`src/hw/rtl/dnv_pkg.sv`:
```
// Types and constants shared by the DNS name validator files.
package dnv_pkg;

  localparam logic [2:0] ST_OK        = 3'd0;
  localparam logic [2:0] ST_BAD_TYPE  = 3'd1;
  localparam logic [2:0] ST_OVER_WIRE = 3'd2;
  localparam logic [2:0] ST_OVER_CFG  = 3'd3;
  localparam logic [2:0] ST_TRUNC     = 3'd4;

  localparam logic [7:0] NAME_TYPE_MASK = 8'hc0;
  localparam logic [7:0] MAX_LEN_RESET  = 8'd255;

  typedef struct packed {
    logic [7:0] in_byte;
    logic       in_last;
  } dnv_in_t;

  typedef struct packed {
    logic [7:0] out_byte;
    logic       is_length;
    logic       done_res;
    logic [2:0] status;
    logic [7:0] name_len;
    logic [7:0] label_count;
  } dnv_out_t;

  typedef struct packed {
    logic       want_length;
    logic [5:0] label_left;
    logic [8:0] total_len;
    logic [7:0] labels_seen;
  } dnv_state_t;

  localparam dnv_state_t NAME_START = '{
    want_length: 1'b1,
    label_left:  6'd0,
    total_len:   9'd0,
    labels_seen: 8'd1
  };

endpackage

```
`src/hw/rtl/dnv_step.sv`:
```
// Per-byte parse step: result fields and next parser state for one item.
module dnv_step #(
  parameter int MAX_NAME_LEN = 255
) (
  input  dnv_pkg::dnv_in_t    item,
  input  dnv_pkg::dnv_state_t cur,
  input  logic [7:0]          max_len,
  output dnv_pkg::dnv_out_t   res,
  output dnv_pkg::dnv_state_t nxt
);
  import dnv_pkg::*;

  logic [8:0] grown;
  logic [2:0] st;
  logic       done;
  logic [5:0] left_dec;
  dnv_state_t upd;

  assign grown    = cur.total_len + {1'b0, item.in_byte} + 9'd1;
  assign left_dec = cur.label_left - 6'd1;

  always_comb begin
    upd           = cur;
    st            = ST_OK;
    done          = 1'b0;
    res.out_byte  = item.in_byte;
    res.is_length = cur.want_length;
    if (cur.want_length) begin
      if ((item.in_byte & NAME_TYPE_MASK) != 8'd0) begin
        st = ST_BAD_TYPE;
      end else if (grown > 9'(MAX_NAME_LEN)) begin
        st = ST_OVER_WIRE;
      end else if (grown > {1'b0, max_len}) begin
        st = ST_OVER_CFG;
      end
      if (st != ST_OK) begin
        done = 1'b1;
      end else if (item.in_byte == 8'd0) begin
        upd.total_len = grown;
        done          = 1'b1;
      end else begin
        upd.total_len   = grown;
        upd.label_left  = item.in_byte[5:0];
        upd.want_length = 1'b0;
        upd.labels_seen = cur.labels_seen + 8'd1;
        if (item.in_last) begin
          st   = ST_TRUNC;
          done = 1'b1;
        end
      end
    end else begin
      // Label content is lowercased in ASCII.
      if (item.in_byte >= 8'h41 && item.in_byte <= 8'h5a) begin
        res.out_byte = item.in_byte + 8'h20;
      end
      upd.label_left = left_dec;
      if (left_dec == 6'd0) begin
        upd.want_length = 1'b1;
      end
      if (item.in_last) begin
        st   = ST_TRUNC;
        done = 1'b1;
      end
    end
    res.done_res    = done;
    res.status      = st;
    res.name_len    = upd.total_len[7:0];
    res.label_count = upd.labels_seen;
    nxt             = done ? NAME_START : upd;
  end

endmodule

```
`src/hw/rtl/dns_name_wire_validator_unit.sv`:
```
// Streaming validator of uncompressed wire-format DNS names, one byte per item.
//
// Each input item carries one byte of a wire-format name and a flag that marks
// the last byte available. Every item gives exactly one result item: the byte
// echoed (lowercased when it is label content), whether it was a length byte,
// and, when the name ends on it, the final status, total length and label
// count. One item is taken every clock cycle while the result side does not stall; an item sits in an input register
// and moves to the result register when that one is free, so a result is offered
// once its item has passed through both registers, or later while an earlier
// result waits. The parser state register loops back through the combinational step logic.
// cfg_data sets the largest accepted name length and should be written only while
// no item is in flight.
module dns_name_wire_validator_unit #(
  parameter int MAX_NAME_LEN = 255
) (
  input  logic              clk,
  input  logic              rst_n,
  input  logic              in_valid,
  output logic              in_ready,
  input  dnv_pkg::dnv_in_t  in_data,
  output logic              out_valid,
  input  logic              out_ready,
  output dnv_pkg::dnv_out_t out_data,
  input  logic              cfg_valid,
  output logic              cfg_ready,
  input  logic [7:0]        cfg_data
);
  import dnv_pkg::*;

  logic       s1_valid_r;
  dnv_in_t    s1_data_r;
  logic       out_valid_r;
  dnv_out_t   out_data_r;
  dnv_state_t state_r;
  logic [7:0] max_len_r;

  logic       advance;
  dnv_out_t   res_nxt;
  dnv_state_t state_nxt;

  dnv_step #(
    .MAX_NAME_LEN(MAX_NAME_LEN)
  ) u_step (
    .item    (s1_data_r),
    .cur     (state_r),
    .max_len (max_len_r),
    .res     (res_nxt),
    .nxt     (state_nxt)
  );

  assign advance   = s1_valid_r && (!out_valid_r || out_ready);
  assign in_ready  = !s1_valid_r || advance;
  assign out_valid = out_valid_r;
  assign out_data  = out_data_r;
  assign cfg_ready = 1'b1;

  always_ff @(posedge clk) begin
    if (!rst_n) begin
      s1_valid_r  <= 1'b0;
      out_valid_r <= 1'b0;
      state_r     <= NAME_START;
      max_len_r   <= MAX_LEN_RESET;
    end else begin
      if (cfg_valid) begin
        max_len_r <= cfg_data;
      end
      if (in_ready) begin
        s1_valid_r <= in_valid;
      end
      if (advance) begin
        out_valid_r <= 1'b1;
        state_r     <= state_nxt;
      end else if (out_ready) begin
        out_valid_r <= 1'b0;
      end
    end
  end

  always_ff @(posedge clk) begin
    if (in_ready && in_valid) begin
      s1_data_r <= in_data;
    end
    if (advance) begin
      out_data_r <= res_nxt;
    end
  end

`ifndef ASSERT_OFF
  // A finished name leaves the parser ready for a fresh name.
  a_restart: assert property (@(posedge clk) disable iff (!rst_n)
    advance && res_nxt.done_res |=> state_r == NAME_START)
    else $error("parser state not reset after end of name");

  // Only a finished name carries a non-zero status.
  a_status_done: assert property (@(posedge clk) disable iff (!rst_n)
    out_valid_r && !out_data_r.done_res |-> out_data_r.status == ST_OK)
    else $error("error status on an item that does not end the name");

  // Inside a label there is always at least one content byte left.
  a_label_left: assert property (@(posedge clk) disable iff (!rst_n)
    !state_r.want_length |-> state_r.label_left != 6'd0)
    else $error("label content expected with no bytes left");
`endif

endmodule

```
`config.mk`:
```
export PLATFORM = sky130hd
export DESIGN_NAME = dns_name_wire_validator_unit
export DESIGN_NICKNAME = d
export VERILOG_FILES = /design/src/hw/rtl/dnv_pkg.sv /design/src/hw/rtl/dnv_step.sv /design/src/hw/rtl/dns_name_wire_validator_unit.sv
export SDC_FILE = /design/constraint.sdc
export NUM_CORES = 1
export LEC_CHECK = 0
export BUFFER_PORTS_ARGS = -buffer_cell sky130_fd_sc_hd__buf_2
export CORE_MARGIN = 2
export CORE_UTILIZATION = 40
export CTS_CLUSTER_DIAMETER = 60
export DETAILED_ROUTE_END_ITERATION = 7
export PLACE_DENSITY_LB_ADDON = 0.2
export SLEW_MARGIN = 30
export SYNTH_ARGS = -nofsm -noshare
export SYNTH_HDL_FRONTEND = slang
export SYNTH_SLANG_ARGS = --single-unit
```
`constraint.sdc`:
```
create_clock -name clk -period 4.86 [get_ports clk]
set_input_delay 0.972 -clock clk [delete_from_list [all_inputs] [get_ports clk]]
set_output_delay 0.972 -clock clk [all_outputs]
set_load 0.05 [all_outputs]
```
==> results of run 1 <==
==> layer usage <==
| metal | wire [um] | up-vias |
|---|---|---|
| met1 | 3750 | 1249 |
| li1 | - | 1330 |
| met3 | 443 | 14 |
| met5 | 0 | - |
| met4 | 166 | 0 |
| met2 | 3420 | 73 |
==> worst max-delay path by stage <==
| stage | endpoint | slack, ns | cells past startpoint |
|---|---|---|---|
| 2_1_floorplan | out_data[15]$_DFFE_PP_ | 1.00 | 14 |
| 3_3_place_gp | out_data[15]$_DFFE_PP_ | 0.69 | 14 |
| 3_5_place_dp | out_data[11]$_DFFE_PP_ | 0.57 | 14 |
| 4_1_cts | out_data[11]$_DFFE_PP_ | 0.55 | 14 |
| 5_1_grt | out_data[11]$_DFFE_PP_ | 0.23 | 14 |
| 6_report | out_data[11]$_DFFE_PP_ | 0.54 | 14 |
==> state kept, by name (all words and copies together) (netlist names) <==
| register | flops |
|---|---|
| out_valid | 1 |
| out_data | 29 |
| max_len_r | 8 |
| state_r | 24 |
| s1_valid_r | 1 |
| s1_data_r | 9 |
==> stage by stage <==
| step | std cells | util |
|---|---|---|
| detailed placement | 475 | 0.453 |
| global route | 491 | 0.478 |
| finish | 491 | 0.478 |
| floorplan | 323 | - |
| global placement | 475 | 0.453 |
| CTS | 491 | 0.478 |
==> cells in the mapped netlist (2+ instances only) <==
master,number
nor2_1,16
and2_1,4
buf_4,3
a21oi_1,9
clkbuf_1,7
o21ai_0,5
nor2b_1,7
a31oi_1,6
a32o_1,5
o31ai_1,3
ha_1,20
nand2_1,26
a21o_1,4
nor4_1,3
nand4_1,3
nand2b_1,4
o2bb2ai_1,2
a211oi_1,2
o21ai_1,8
a211oi_2,2
xor2_1,7
a22o_1,9
mux2_1,5
or4_1,3
nand3_1,2
a21boi_0,2
and3_1,7
nor3_1,8
mux2_2,2
xnor2_1,9
or3_1,2
edfxtp_1,38
inv_1,20
o211ai_1,11
dfxtp_1,34
a311oi_1,4
==> cells by family after synthesis <==
family                     synth area share
muxes                                0.0249
and+or+nand+nor                       0.126
other                               0.00105
AOI/OAI and AO/OA                     0.183
adders and majority gates            0.0758
buffers and inverters                0.0393
DFF                                   0.511
xor gates and xnor gates             0.0393
==> cell usage in the layout, fill, tap and decap left out, types with 5 or more instances in the layout <==
master | netlist | layout
buf_2 | 1 | 52
edfxtp_1 | 38 | 38
dfxtp_1 | 34 | 34
nand2_1 | 26 | 26
inv_1 | 20 | 20
ha_1 | 20 | 20
nor2_1 | 16 | 16
o211ai_1 | 11 | 11
clkbuf_8 | 0 | 10
xnor2_1 | 9 | 9
a21oi_1 | 9 | 9
a22o_1 | 9 | 9
o21ai_1 | 8 | 8
nor3_1 | 8 | 8
nor2b_1 | 7 | 7
xor2_1 | 7 | 7
and3_1 | 7 | 7
a31oi_1 | 6 | 6
o21ai_0 | 5 | 5
mux2_1 | 5 | 5
a32o_1 | 5 | 5
==> worst max-delay path: cells and delay by family (launching register included) <==
kind / cells / cell delay (ns)
AOI/OAI and AO/OA: 5 / 1.54
adders and majority gates: 3 / 0.89
DFF: 1 / 0.41
muxes: 1 / 0.34
buffers and inverters: 2 / 0.33
and+or+nand+nor: 2 / 0.30
xor gates and xnor gates: 1 / 0.24
==> cell type report <==
type / instances / area, um2
Sequential cell: 72 / 1820
Multi-Input combinational cell: 219 / 1610
Clock inverter: 4 / 50.0
Clock buffer: 12 / 166
Tap cell: 108 / 135
Fill cell: 836 / 4530
Inverter: 20 / 75.1
Timing Repair Buffer: 56 / 290
==> power groups by stage <==
stage	Clock (mW)	Sequential, mW	Combinational [mW]
after floorplan	0	0.728	0.0914
after global placement	0	0.694	0.172
after detailed placement	0	0.694	0.175
after CTS	0.513	0.680	0.175
after global routing	0.539	0.683	0.190
final	0.499	0.680	0.174
==> results.py, run 1 <==
metrics = {
    "worst_hold_path": {
        "hp-class": "reg -> reg",
        "min-delay-start": "max_len_r[2]$_SDFFE_PN1P_",
        "holdPathStages": 2,
        "holdPathEnd": "max_len_r[2]$_SDFFE_PN1P_",
    },
    "critical_path": {
        "crit_type": "reg -> reg",
        "slowest_stage": "a211oi_2",
        "cp_slowest_stage_delay_ns": 0.42,
        "path_max_fanout": 10,
        "start_kind": "flip-flop",
        "crit_arrival_ns": 4.41,
        "path_cells": "inv_1 > ha_1 > fa_1 > nand2b_1 > a211oi_2 > nor2_1 > xnor2_1 > ha_1 > a211oi_1 > o211ai_1 > o211a_2 > a211oi_2 > buf_4 > mux2_1",
        "worst_r2r_path_depth": 14,
        "r2r-end": "out_data[11]$_DFFE_PP_",
        "reg2reg_from": "s1_data_r[1]$_DFFE_PP_",
        "cp-startpoint": "s1_data_r[1]$_DFFE_PP_",
        "worstPathRequired_ns": 4.95,
        "r2r_setup_slack_ns": 0.54,
        "end_kind": "flip-flop",
    },
    "grt": {
        "grt_antenna_before_repair": 0,
        "gr-usage-met2": 0.263,
        "gr-usage-met1": 0.229,
        "gr-usage-met3": 0.0482,
        "grt_pass1_wl_mm": 12.9,
        "grt_usage": 0.170,
        "first_global_vias": 2585,
        "grt_max_degree": 33,
        "busiest_layer": "met2",
        "overflow": 0,
    },
    "route": {
        "ant_nets": 0,
        "wl_mm": 7.78,
        "vias": 2666,
        "drc_errors": 0,
        "routedWlPerCell_um": 15.8,
        "dr.first_iter.drc_count": 116,
        "drt_pass1_iterations": 4,
        "avgViaCountPerCell": 5.43,
    },
    "placed_design": {
        "place_area_um2": 3930,
        "dpl_worst_slack_ns": 0.573,
        "hpwlAfterDp_mm": 5.75,
        "place_congestion": 0.823,
        "portBuffers": 52,
    },
    "synthesis": {
        "synthCells": 323,
        "synth_cell_types": 57,
        "synth_area_um2": 3570,
        "syn-mean-instance-area_um2": 11.0,
        "yosys.area.top_type": "edfxtp_1",
        "synth_top_cell_area_share": 0.320,
        "syn-num-nets": 366,
        "synth_ff_type": "edfxtp_1",
        "ys.warnings.count": 0,
        "async_flop_share": 0,
        "synth_edf_count": 38,
        "synth_seq_cells": 72,
        "synth_seq_area_share": 0.511,
        "synth_area_leaders": "edfxtp_1 (32%), dfxtp_1 (19%), ha_1 (7.0%)",
    },
    "clocking": {
        "cts.path.max_buffers": 2,
        "clk_latency_ns": 0.35,
        "clk_pin_slew_ns": 0.07,
        "cts_tree": "built",
        "htreeDepth": 3,
        "cts_sinks": 72,
        "cts_hold_buf": 0,
        "root_buffer": "clkbuf_8",
        "numCtsBuffers": 9,
        "cts_resized": 0,
        "postCtsSetupBuffers": 0,
    },
    "timing": {
        "period_share": 0.889,
        "drv_slew": 0,
        "fin_worst_skew_ns": 0.00746,
        "setup_slack_ns": 0.542,
        "finalSetupViolations": 0,
        "whs_ns": 0.492,
        "slew_headroom": 0.587,
        "tns_ns": 0,
        "fmax_mhz": 232,
        "worst_slew_pin_slew_ns": 0.620,
        "rsz0062_at_grt": "no",
        "timing.final.crit_period_ns": 4.32,
        "hold_viol": 0,
    },
    "finish": {
        "drive_above_1_share": 0.211,
        "area_growth_pct": 16.2,
        "diodes": 0,
        "fin_area_um2": 4140,
        "nets": 421,
    },
    "power": {
        "p_per_area_nw_per_um2": 326,
        "total_power_mw": 1.35,
        "comb_power_share": 0.128,
        "cell_internal_pwr_mw": 1.00,
        "p_seq_frac": 0.503,
        "power.leakage_nw": 1.73,
        "swShare": 0.261,
        "p_switching_mw": 0.353,
        "pwr-share-clk": 0.369,
        "ir_worst_vdd_mv": 0.155,
    },
    "floorplanning": {
        "pin_count": 54,
        "fp.coreArea_um2": 8680,
        "floorplan.die.width_um": 98.4,
        "start_util": 0.411,
        "dieArea_um2": 9690,
        "die_h_um": 98.4,
        "placementRows": 34,
    },
    "status": {
        "status": "finished, final reports clean",
    },
    "run": {
        "drv_cap": 0,
    },
}
Note: power is estimated with default switching activity, not from simulation.
==> run 2: changes to the inputs <==
- MAX_ROUTING_LAYER: default -> met4
- clock period: 4.86 -> 4.5 ns (I/O delays scaled with it)
==> run 2 against run 1 <==
Wire length increased by 3.3%. Design area grew 0.48%. Fmax grew 2.5%. Non-clock buffer count increased by 2. Die area did not move. Sequential power grew 8.1%. First-iteration DRC count is 2.6% lower. Critical path depth unchanged. Clock power increased by 12%. Final cell count rose by 0.41%. Clock skew up 0.0049 ns. Register-to-register slack got worse by 0.26 ns.
==> results.py, run 2 (synthesis results as in run 1) <==
metrics = {
    "floorplanning": {
        "dieArea_um2": 9690,
        "fp.coreArea_um2": 8680,
        "start_util": 0.411,
        "placementRows": 34,
        "die_h_um": 98.4,
        "floorplan.die.width_um": 98.4,
        "pin_count": 54,
    },
    "finish": {
        "final_cell_mix": "buf_2 (52), edfxtp_1 (38), dfxtp_1 (34)",
        "largest_register_ffs": 29,
        "area_growth_pct": 16.7,
        "stdcell_count": 493,
        "final_core_util": 0.480,
        "fillers": 832,
        "diodes": 0,
        "drive_above_1_share": 0.213,
        "final_common_cell": "buf_2",
        "nets": 423,
    },
    "power": {
        "p_per_area_nw_per_um2": 357,
        "power.leakage_nw": 1.74,
        "total_power_mw": 1.49,
        "ir_worst_vdd_mv": 0.170,
    },
    "critical_path": {
        "crit_type": "reg -> reg",
        "worstPathRequired_ns": 4.59,
        "start_kind": "flip-flop",
        "end_kind": "flip-flop",
        "path_max_fanout": 10,
        "crit_arrival_ns": 4.30,
    },
    "timing": {
        "drv_slew": 0,
        "worst_slew_pin_slew_ns": 0.555,
        "whs_ns": 0.494,
        "hold_viol": 0,
        "period_share": 0.936,
        "rsz0062_at_grt": "no",
        "fin_worst_skew_ns": 0.0124,
        "fmax_mhz": 237,
        "timing.final.crit_period_ns": 4.21,
        "finalSetupViolations": 0,
        "slew_headroom": 0.629,
        "tns_ns": 0,
    },
    "clocking": {
        "root_buffer": "clkbuf_8",
        "postCtsSetupBuffers": 0,
        "cts_resized": 0,
        "numCtsBuffers": 9,
        "cts_sinks": 72,
        "clk_pin_slew_ns": 0.08,
        "cts_hold_buf": 0,
        "clk_latency_ns": 0.35,
        "cts.path.max_buffers": 2,
        "cts_tree": "built",
        "htreeDepth": 3,
    },
    "worst_hold_path": {
        "hp-class": "reg -> reg",
    },
    "route": {
        "avgViaCountPerCell": 5.54,
        "vias": 2730,
        "ant_nets": 0,
        "routedWlPerCell_um": 16.3,
        "wl_mm": 8.03,
        "drc_errors": 0,
        "drt_pass1_iterations": 4,
        "dr.first_iter.drc_count": 113,
    },
    "grt": {
        "grt_antenna_before_repair": 0,
        "grt_pass1_wl_mm": 13.5,
        "grt_max_degree": 33,
        "first_global_vias": 2731,
        "overflow": 0,
        "grt_usage": 0.181,
    },
    "placed_design": {
        "place_congestion": 0.869,
        "dp_cells": 477,
        "hpwlAfterDp_mm": 5.76,
        "portBuffers": 52,
    },
    "run": {
        "drv_cap": 0,
    },
    "status": {
        "status": "finished, final reports clean",
    },
}
[run 2: cell count changes in the layout (fill, tap and decap cells not counted), sizes merged]
cell / change
buf: +2
bufinv: +1
clkbuf: -1
clkinv: +2
clkinvlp: -2
[run 2: stage by stage]
| stage | cell area [um2] | worst slack [ns] |
|---|---|---|
| 2_1_floorplan | 3570 | 0.645 |
| 3_3_place_gp | 3940 | 0.518 |
| 3_5_place_dp | 3940 | 0.326 |
| 4_1_cts | 4160 | 0.278 |
| 5_1_grt | 4160 | 0.00474 |
| 6_report | 4160 | 0.286 |
[run 2: worst paths after layout]
| check | from | end | slack [ns] | cells past startpoint |
|---|---|---|---|---|
| worst min register to register | state_r[22]$_SDFFE_PN0P_ | state_r[22]$_SDFFE_PN0P_ | 0.49 | 1 |
| worst max-delay path | s1_data_r[1]$_DFFE_PP_ | out_data[14]$_DFFE_PP_ | 0.29 | 14 |
| worst max register to register | s1_data_r[1]$_DFFE_PP_ | out_data[14]$_DFFE_PP_ | 0.29 | 14 |
| worst min-delay path | state_r[22]$_SDFFE_PN0P_ | state_r[22]$_SDFFE_PN0P_ | 0.49 | 1 |
[run 2: critical path, cell delays in order (launching register included)]
cell	delay (ns)
edfxtp_1	0.42
inv_1	0.06
ha_1	0.21
fa_1	0.41
nand2b_1	0.22
a211oi_4	0.32
nor2_1	0.10
xnor2_1	0.25
ha_1	0.29
a211oi_1	0.30
o211ai_1	0.18
o211a_2	0.34
a211oi_2	0.26
buf_4	0.23
mux2_1	0.35
[run 2: layout make-up]
class | instances | area [um2] | area share
Clock buffer | 11 | 131 | 0.0316
Tap cell | 108 | 135 | 0.0325
Sequential cell | 72 | 1820 | 0.438
Clock inverter | 5 | 82.6 | 0.0198
Timing Repair Buffer | 58 | 305 | 0.0733
Multi-Input combinational cell | 219 | 1610 | 0.387
Inverter | 20 | 75.1 | 0.0180
[run 2: per-layer routing]
layer / global-route usage / part of all wire
met1: 0.240 / 0.48
met2: 0.275 / 0.46
met5: - / 0
met3: 0.0326 / 0.046
met4: 0.0759 / 0.014
[run 2: power breakdown]
part | switching, mW | internal (mW) | total [mW]
Clock | 0.246 | 0.314 | 0.559
Combinational | 0.131 | 0.0595 | 0.191
Sequential | 0.0170 | 0.718 | 0.735
